**src/sv/clsr_pkg.sv**
```systemverilog
// Constants, state codes and arithmetic helpers for the combined LCG shuffle generator.
// Used by combined_lcg_shuffle_random_top; depends on nothing else.
package clsr_pkg;

  localparam int TABLE_DEPTH_DEF = 32;
  localparam int WARMUP_EXTRA    = 8;

  localparam logic [30:0] MOD1      = 31'd2147483563;
  localparam logic [30:0] MOD2      = 31'd2147483399;
  localparam logic [15:0] MUL1      = 16'd40014;
  localparam logic [15:0] MUL2      = 16'd40692;
  // 2^31 - MOD1 and 2^31 - MOD2: weight of the bits above bit 30 after reduction
  localparam logic [7:0]  FOLD1     = 8'd85;
  localparam logic [7:0]  FOLD2     = 8'd249;
  localparam logic [30:0] GEN2_INIT = 31'd123456789;
  localparam logic [31:0] FRAC_CAP  = 32'd4294966780;

  typedef enum logic [7:0] {
    S_IDLE  = 8'b0000_0001,
    S_FOLD  = 8'b0000_0010,
    S_UPD   = 8'b0000_0100,
    S_FIN   = 8'b0000_1000,
    S_WFOLD = 8'b0001_0000,
    S_WUPD  = 8'b0010_0000,
    S_WSLOT = 8'b0100_0000,
    S_MUL   = 8'b1000_0000
  } state_t;

  // Reduce a 47-bit product modulo m = 2^31 - c. One fold leaves less than 2m.
  function automatic logic [30:0] mod_fold(input logic [46:0] p, input logic [7:0] c,
                                           input logic [30:0] m);
    logic [31:0] s;
    logic [32:0] d;
    s = 32'(p[46:31]) * 32'(c) + 32'(p[30:0]);
    d = {1'b0, s} - {2'b00, m};
    return d[32] ? s[30:0] : d[30:0];
  endfunction

  // floor(x * 2^32 / MOD1), capped. 2^32 = 2*MOD1 + 2*FOLD1, so the quotient is
  // 2x + floor(170x / MOD1), and the second term is folded like mod_fold.
  function automatic logic [31:0] frac_q32(input logic [30:0] x);
    logic [38:0] t;
    logic [31:0] u;
    logic [31:0] q;
    logic        cy;
    t  = ({8'd0, x} << 7) + ({8'd0, x} << 5) + ({8'd0, x} << 3) + ({8'd0, x} << 1);
    u  = 32'(t[38:31]) * 32'(FOLD1) + 32'(t[30:0]);
    cy = (u >= {1'b0, MOD1});
    q  = {x, 1'b0} + 32'(t[38:31]) + 32'(cy);
    return (q > FRAC_CAP) ? FRAC_CAP : q;
  endfunction

endpackage

```
**src/sv/combined_lcg_shuffle_random_top.sv**
```systemverilog
// Combined two-generator multiplicative random source with a Bays-Durham shuffle table.
// Top level; depends on clsr_pkg.
//
// Each accepted item carries a seed and yields one result: the first generator's new
// value (next_seed), the shuffled sample, and sample/MOD1 as an unsigned Q0.32 fraction.
// A positive seed goes through the two-stage modular multiplier (31x16 product, then fold
// and reduce; the fold is S_FOLD), then S_UPD does the single read-modify-write of the
// shuffle memory and S_FIN loads the output register once it is free; no new item is
// taken before that. A seed of zero or below re-seeds the block and runs TABLE_DEPTH+8
// warm-up steps through the same multiplier, each an S_WFOLD/S_WUPD pair, then sets the
// slot (S_WSLOT), forms the product (S_MUL) and continues as for a positive seed. The
// next item is taken as soon as the previous one is written to the output register,
// even while that result is still stalled. The shuffle memory reads as zero after reset
// through per-entry valid bits; no clearing pass is needed.
module combined_lcg_shuffle_random_top #(
  parameter int TABLE_DEPTH = clsr_pkg::TABLE_DEPTH_DEF
) (
  input  logic               clk,
  input  logic               rst,
  input  logic               in_valid,
  output logic               in_stall,
  input  logic signed [31:0] seed,
  output logic               out_valid,
  input  logic               out_stall,
  output logic        [30:0] next_seed,
  output logic        [30:0] sample,
  output logic        [31:0] fraction
);
  import clsr_pkg::*;

  localparam int     SW       = $clog2(TABLE_DEPTH);
  localparam int     STEPS    = TABLE_DEPTH + WARMUP_EXTRA;
  localparam int     CW       = $clog2(STEPS);
  localparam longint SLOT_DIV = 64'd1 + (64'(MOD1) - 64'd1) / TABLE_DEPTH;

  state_t        state;
  logic [CW-1:0] cnt;
  logic [30:0]   first;
  logic [30:0]   gen2;
  logic [30:0]   last;
  logic [SW-1:0] slot;

  logic [46:0]   prod1;
  logic [46:0]   prod2;
  logic [30:0]   g1;
  logic [30:0]   g2;

  logic [30:0]          table_mem [TABLE_DEPTH];
  logic [TABLE_DEPTH-1:0] entry_vld;
  logic [30:0]          rd_data;
  logic                 rd_vld;

  logic          in_acc;
  logic          reseed;
  logic [31:0]   seed_neg;
  logic [30:0]   mag;
  logic [30:0]   a1;
  logic [30:0]   tbl_rd;
  logic [31:0]   diff;
  logic [31:0]   diff_adj;
  logic [30:0]   new_last;
  logic [SW-1:0] slot_calc;
  logic          wr_en;
  logic [SW-1:0] wr_addr;
  logic          out_free;
  logic          out_load;

  assign in_stall = (state != S_IDLE);
  assign in_acc   = in_valid && !in_stall;
  assign out_free = !out_valid || !out_stall;
  assign out_load = (state == S_FIN) && out_free;

  assign reseed   = seed[31] || (seed == 32'sd0);
  assign seed_neg = 32'd0 - 32'(seed);

  always_comb begin
    if (seed == 32'sd0) begin
      mag = 31'd1;
    end else if (seed_neg[31]) begin
      mag = 31'h7FFF_FFFF;  // most negative seed saturates
    end else begin
      mag = seed_neg[30:0];
    end
  end

  // first-generator operand of the multiplier
  always_comb begin
    case (state)
      S_IDLE:  a1 = reseed ? mag : seed[30:0];
      S_WUPD:  a1 = g1;
      default: a1 = first;
    endcase
  end

  // Combine shuffled entry and second generator, wrap into 1..MOD1-1.
  assign tbl_rd   = rd_vld ? rd_data : '0;
  assign diff     = {1'b0, tbl_rd} - {1'b0, g2};
  assign diff_adj = diff + {1'b0, MOD1} - 32'd1;
  assign new_last = (diff[31] || diff == 32'd0) ? diff_adj[30:0] : diff[30:0];

  // slot = last / SLOT_DIV, by comparison against every boundary
  always_comb begin
    slot_calc = '0;
    for (int k = 1; k < TABLE_DEPTH; k++) begin
      if (64'(last) >= 64'(k) * SLOT_DIV) begin
        slot_calc = SW'(k);
      end
    end
  end

  assign wr_en   = (state == S_UPD) || ((state == S_WUPD) && (32'(cnt) < TABLE_DEPTH));
  assign wr_addr = (state == S_UPD) ? slot : cnt[SW-1:0];

  // Modular multiplier pipeline: product stage, then fold stage.
  always_ff @(posedge clk) begin
    prod1 <= 47'(a1) * 47'(MUL1);
    prod2 <= 47'(gen2) * 47'(MUL2);
    g1    <= mod_fold(prod1, FOLD1, MOD1);
    g2    <= mod_fold(prod2, FOLD2, MOD2);
  end

  // Shuffle memory, read continuously at the current slot.
  always_ff @(posedge clk) begin
    if (wr_en) begin
      table_mem[wr_addr] <= g1;
    end
    rd_data <= table_mem[slot];
  end

  always_ff @(posedge clk) begin
    if (rst) begin
      entry_vld <= '0;
      rd_vld    <= 1'b0;
    end else begin
      if (wr_en) begin
        entry_vld[wr_addr] <= 1'b1;
      end
      rd_vld <= entry_vld[slot];
    end
  end

  always_ff @(posedge clk) begin
    if (rst) begin
      state     <= S_IDLE;
      gen2      <= GEN2_INIT;
      last      <= '0;
      slot      <= '0;
      out_valid <= 1'b0;
    end else begin
      // hold a stalled result, drop an accepted one, raise on a new load
      out_valid <= out_load || (out_valid && out_stall);
      case (state)
        S_IDLE: begin
          if (in_acc) begin
            if (reseed) begin
              gen2  <= mag;
              cnt   <= CW'(STEPS - 1);
              state <= S_WFOLD;
            end else begin
              state <= S_FOLD;
            end
          end
        end
        S_WFOLD: begin
          state <= S_WUPD;
        end
        S_WUPD: begin
          first <= g1;
          if (cnt == '0) begin
            last  <= g1;
            state <= S_WSLOT;
          end else begin
            cnt   <= cnt - CW'(1);
            state <= S_WFOLD;
          end
        end
        S_WSLOT: begin
          slot  <= slot_calc;
          state <= S_MUL;
        end
        S_MUL: begin
          state <= S_FOLD;
        end
        S_FOLD: begin
          state <= S_UPD;
        end
        S_UPD: begin
          first <= g1;
          gen2  <= g2;
          last  <= new_last;
          state <= S_FIN;
        end
        S_FIN: begin
          // hold until the output register is free
          if (out_free) begin
            next_seed <= first;
            sample    <= last;
            fraction  <= frac_q32(last);
            slot      <= slot_calc;
            state     <= S_IDLE;
          end
        end
        default: begin
          state <= S_IDLE;
        end
      endcase
    end
  end

endmodule
```
**config.mk**
```make
export PLATFORM = sky130hd
export DESIGN_NAME = combined_lcg_shuffle_random_top
export DESIGN_NICKNAME = d
export VERILOG_FILES = /design/src/sv/clsr_pkg.sv /design/src/sv/combined_lcg_shuffle_random_top.sv
export SDC_FILE = /design/constraint.sdc
export NUM_CORES = 2
export LEC_CHECK = 0
export BUFFER_PORTS_ARGS = -buffer_cell sky130_fd_sc_hd__buf_2
export CORE_ASPECT_RATIO = 0.8
export CORE_MARGIN = 2
export CORE_UTILIZATION = 40
export CTS_BUF_LIST = sky130_fd_sc_hd__clkbuf_4 sky130_fd_sc_hd__clkbuf_8
export DETAILED_ROUTE_END_ITERATION = 8
export GPL_TIMING_DRIVEN = 0
export PLACE_DENSITY = 0.63
export SLEW_MARGIN = 20
export SYNTH_ARGS = -nofsm -noshare
export SYNTH_HDL_FRONTEND = slang
export SYNTH_SLANG_ARGS = --single-unit
```
**constraint.sdc**
```tcl
create_clock -name clk -period 33.5 [get_ports clk]
set_input_delay 8.375 -clock clk [delete_from_list [all_inputs] [get_ports clk]]
set_output_delay 8.375 -clock clk [all_outputs]
set_load 0.02 [all_outputs]
```
## Yosys cells after proc, flatten, opt, wreduce, memory -nomap -nowiden

Memories as Yosys holds them, arrays and structs flattened. A register that Yosys moved wholly into a read port is not among the register bits.
Cells that the tools add are included.

| operators by class | value |
|---|---|
| multipliers | 5 |
| add/subtract/negate cells | 15 |
| muxes and demuxes | 62 |
| magnitude comparators | 37 |
| bitwise gates (word level) | 2 |
| reduce and logical (&&, ||, !) cells | 28 |
| equality and inequality tests | 14 |

Operators with widths:

| operator | number |
|---|---|
| $ge 31x31->1 const B | 15 |
| $mux 31 | 10 |
| $ge 31x30->1 const B | 8 |
| $pmux 31 s2 | 3 |
| $mux 5 | 33 |
| $ge 31x29->1 const B | 4 |
| $sub 32x31->33 const B | 2 |
| $logic_not 32->1 | 2 |
| $pmux 8 s8 | 1 |
| $ge 31x28->1 const B | 2 |
| $mul 31x15->46 const B | 1 |
| $mul 31x14->45 const B | 1 |
| $add 38x36->39 | 1 |
| $add 39x32->39 | 1 |
| $add 39x34->39 | 1 |
| $add 15x31->32 | 1 |
| $add 23x31->32 | 1 |
| $add 24x31->32 | 1 |
| $add 32x1->32 | 1 |
| $add 32x8->32 | 1 |
| $ge 32x31->1 const B | 1 |
| $gt 32x32->1 const B | 1 |
| $or 32x32->32 | 1 |
| $sub 1x32->32 const A | 1 |
| 41 further kinds | 69 |

| storage, ports and cells | value |
|---|---|
| flip-flop bits (word level) | 393 |
| word-level logic and storage cells | 180 |
| bits in writable memories | 992 |
| memories kept | 1 |
| input bits | 36 |

Memories:

| name | depth | width | read ports | clocked after memory_dff | write ports | line | text |
|---|---|---|---|---|---|---|---|
| table_mem | 32 | 31 | 1 | 1 | 1 | combined_lcg_shuffle_random_top.sv:48 | `logic [30:0] table_mem [TABLE_DEPTH];` |

## Logic depth before layout (Yosys ltp)

| depth | value |
|---|---|
| depth after elaboration | 34 |
| mapped depth | 56 |
| depth with buffers taken out | 54 |

## Worst setup path after synthesis

No wires, ideal clock.

| timing | value |
|---|---|
| path type | input to register |
| from | input seed[10] |
| to | register prod1[43] |
| arrival time | 16.731 ns |
| path slack | 16.697 ns |
| required time | 33.428 ns |
| cell stages on the path | 31 |
| cell sequence | or3_1 -> nor3_1 -> nand4_1 -> nor2_1 -> nand2_1 -> nor2_1 -> nand2_1 -> xnor2_1 -> clkbuf_1 -> o21ai_0 -> a31oi_1 -> fa_1 -> ha_1 -> fa_1 -> fa_1 -> fa_1 -> fa_1 -> ha_1 -> a21o_1 -> a21oi_1 -> o21a_1 -> a21boi_0 -> and3_1 -> o221ai_1 -> and3_1 -> o21ai_0 -> a2111o_1 -> a41oi_1 -> o21bai_1 -> a21oi_1 -> xnor2_1 |

| on the way | value |
|---|---|
| longest elaborated chain between the ends | 6 |
| elaborated cells between the ends (all ways) | 8 |
| those cells by class | add/sub: 1; mul: 1; mux: 4; reduce/logical: 2 |

Ends and longest elaborated chain:

| element | line | text |
|---|---|---|
| start, declared | combined_lcg_shuffle_random_top.sv:22 | `input logic signed [31:0] seed,` |
| $sub 1x32->32 | combined_lcg_shuffle_random_top.sv:74 | `assign seed_neg = 32'd0 - 32'(seed);` |
| $mux 31 | combined_lcg_shuffle_random_top.sv:79 | `end else if (seed_neg[31]) begin` |
| $mux 31 | combined_lcg_shuffle_random_top.sv:77 | `if (seed == 32'sd0) begin` |
| $mux 31 (*) | combined_lcg_shuffle_random_top.sv:89 | `S_IDLE: a1 = reseed ? mag : seed[30:0];` |
| $pmux 31 s2 (*) | combined_lcg_shuffle_random_top.sv:88 | `case (state)` |
| $mul 31x15->46 (*) | combined_lcg_shuffle_random_top.sv:116 | `prod1 <= 47'(a1) * 47'(MUL1);` |
| end signal, assigned | combined_lcg_shuffle_random_top.sv:116 |  |
| end, declared | combined_lcg_shuffle_random_top.sv:43 | `logic [46:0] prod1;` |

Every way passes the cells marked *; elsewhere a longest branch is shown, timed or not.
A chain may end at the register's enable or synchronous reset.

## Worst setup path after layout

Same ends and word-level chain as after synthesis.

==> impl_results.md <==
- Slew HR: 0.211
- Worst endpoint required time: 34.36 ns
- Synth Flop Type: edfxtp_1
- Die width: 515 microns
- #FFs+latches synth: 1,416
- Crit-path slowest cell: a31oi_1
- Gp weighted congestion: 0.944
- Total CTS buffers: roughly 210
- Final net count: 7,911
- Post-Syn Instances: 6,368
- Post-Route Utilization: 0.455
- Syn Std Cell Area: 0.0834 sq mm
- Met3 Wirelength: 24,600 microns
- Total die area: 0.212 sq mm
- Drt first pass iters: 6
- DRT met1 WL: 110,000 microns
- Initial antenna violation count: 18
- GRT overflow: 0
- Largest net degree at the start of global routing: 36
- CP dominant cell by count: fa_1
- Die height: 412 microns
- Vias in the first global route: 54,321
- Tmin final: 18.08 ns
- Max Freq: 55.3 MHz
- CP arrival: between 15 and 20 ns
- HPWL after DPL: 185,000 microns
- Met2 wire length: 102,000 microns
- Measured slew at the worst slew-check pin: about 1.2 ns
- Clock root cell: clkbuf_8
- EDFF count, synth: 1,123
- Crit-path max FO: 10
- Antenna Nets Post-Route: 0
- Core area: 0.207 sq mm
- Highest Signal Layer: met5
- DRC violations left: 0
- Share of cells above drive strength 1: 0.153
- Share of flip-flops with an asynchronous set or reset: 0
- CP Class: in -> reg
- Sum Neg Setup Slack: 0 ns
- Tcrit/Tclk final: 0.540
- TritonCTS clock tree: yes
- Cts-stage hold buffer count: 0
- Yosys cell types: 92
- Vias per cell: 5.62
- I/O pin cnt: about 130
- # rows: 149
- Startpoint types: primary input
- Worst setup EP type: flip-flop
- Via count: 54,403
- Post-CTS setup repair buffer count: 0
- Final hold violation count: 0
- Starting Density: 0.403
- Synthesized net count: ~7,500
- Routed len/inst: approximately 25 microns
- Hold Path Class: reg -> reg
- Status: completed
- Setup Skew: 0.0895 ns
- Insertion delay to the later sink of the worst-skew pair: 0.98 ns
- Crit-path max cell delay: 0.70 ns
- GRT Total Usage: 0.230
- Setup violators final: 0
- Detailed Route Iter0 Violations: 5,929
- Area Overhead vs Synth: 12.9%
- Max cap viols: 0
- Seq/Total Area, Yosys: 0.475
- RSZ-0062 raised after global routing: false
- Clk slew on worst S/H paths: 0.06 ns
- Port Buffer Count: between 100 and 150
- First-pass GRT wire length: 361,000 microns
- Clock buffer depth: 3
- Drt total wl: 242,000 microns
- Sink Count: around 1,400
- Warnings, synthesis: 0
- Resize count post-CTS: 0
- CTS H-tree depth: 4
- Slew Limit Fails: 0
- Syn avg cell area: 13.1 sq um
## critical path: cells and delay by family
| kind | cells | cell delay [ns] |
|---|---|---|
| xor+xnor | 2 | 0.78 |
| simple gates | 9 | 2.61 |
| buf+inv | 2 | 0.58 |
| fa+ha+maj | 7 | 3.41 |
| compound gates | 12 | 3.16 |
## stage by stage
step / area (sq um) / worst slack (ns) / hold slack (ns) / cells
floorplan: 83400 / 16.70 / 0.406 / 6368
global placement: 87500 / 14.61 / 0.417 / 9214
detailed placement: 89500 / 14.65 / 0.427 / 9287
CTS: 94100 / 15.63 / 0.413 / 9675
global route: 94100 / 14.69 / 0.454 / 9677
finish: 94200 / 15.42 / 0.410 / 9681
## cell usage in the layout, fill, tap and decap left out, drive strengths merged, types with 46 or more instances in the layout
cell and n:
a211oi 80, a21o 87, a21oi 259, a31oi 46, and2 56, buf 224, clkbuf 485, clkinv 60
dfxtp 293, edfxtp 1123, fa 519, ha 577, inv 820, mux4 320, nand2 295, nand3 88
nor2 393, nor3 97, o21a 70, o21ai 203, xnor2 215, xor2 77
## area by class of cell
| type | count | area, sq um |
|---|---|---|
| Clock buffer | 314 | 3860 |
| Multi-Input combinational cell | 3944 | 40300 |
| Fill cell | 18290 | 113000 |
| Buffer | 194 | 763 |
| Inverter | 814 | 3060 |
| Tap cell | 2718 | 3400 |
| Clock inverter | 74 | 728 |
| Sequential cell | 1416 | 39600 |
| Timing Repair Buffer | 201 | 2390 |
| Antenna cell | 6 | 15.0 |
## worst paths after layout
path	startpoint	endpoint	slack, ns	depth (start not counted)
max	seed[10]	prod1[43]	15.42	32
min	last[19]	sample[19]	0.41	0
max reg2reg	last[5]	fraction[0]	18.73	53
min reg2reg	last[19]	sample[19]	0.41	0
## cell families after synthesis
family / after synthesis / synth area share
flops: 1416 / 0.475
simple gates: 1215 / 0.0698
fa+ha+maj: 1096 / 0.211
buf+inv: 1008 / 0.0454
compound gates: 970 / 0.0754
mux: 371 / 0.0930
xor+xnor: 292 / 0.0307
## state kept, by name, indices dropped and copies added (netlist names)
name	flops
rd_vld	1
next_seed	31
last	31
gen2	31
prod2	45
state	8
first	31
slot	5
fraction	32
prod1	46
table_mem	992
sample	31
entry_vld	32
g1	31
g2	31
out_valid	1
rd_data	31
cnt	6
## synthesized netlist by cell type, drive strengths merged (13+ instances only)
cell type / count / share of area
a211oi: 80 / 0.0073
a21o: 87 / 0.0078
a21oi: 259 / 0.016
a22oi: 13 / 0.0012
a31oi: 46 / 0.0034
and2: 56 / 0.0042
and3: 31 / 0.0023
buf: 32 / 0.0015
clkbuf: 162 / 0.0073
dfxtp: 293 / 0.070
edfxtp: 1123 / 0.40
fa: 519 / 0.12
ha: 577 / 0.087
inv: 810 / 0.036
mux2: 34 / 0.0046
mux2i: 17 / 0.0020
mux4: 320 / 0.086
nand2: 295 / 0.013
nand2b: 41 / 0.0031
nand3: 88 / 0.0053
nand4: 30 / 0.0022
nor2: 393 / 0.018
nor2b: 34 / 0.0025
nor3: 97 / 0.0058
nor4: 41 / 0.0033
o211ai: 34 / 0.0031
o21a: 70 / 0.0063
o21ai: 203 / 0.012
o21bai: 23 / 0.0021
o31ai: 19 / 0.0017
or2: 14 / 0.0010
or3: 30 / 0.0022
or4: 14 / 0.0013
xnor2: 215 / 0.023
xor2: 77 / 0.0081
## layer usage
metal	up-vias	global-route usage
met5	-	0
li1	23869	-
met1	27680	0.355
met4	4	0.0526
met3	291	0.0460
met2	2559	0.332
Power is left out: the tool's default activity adds up to more than one toggle a clock period on the data nets, which glitch-free logic cannot reach.
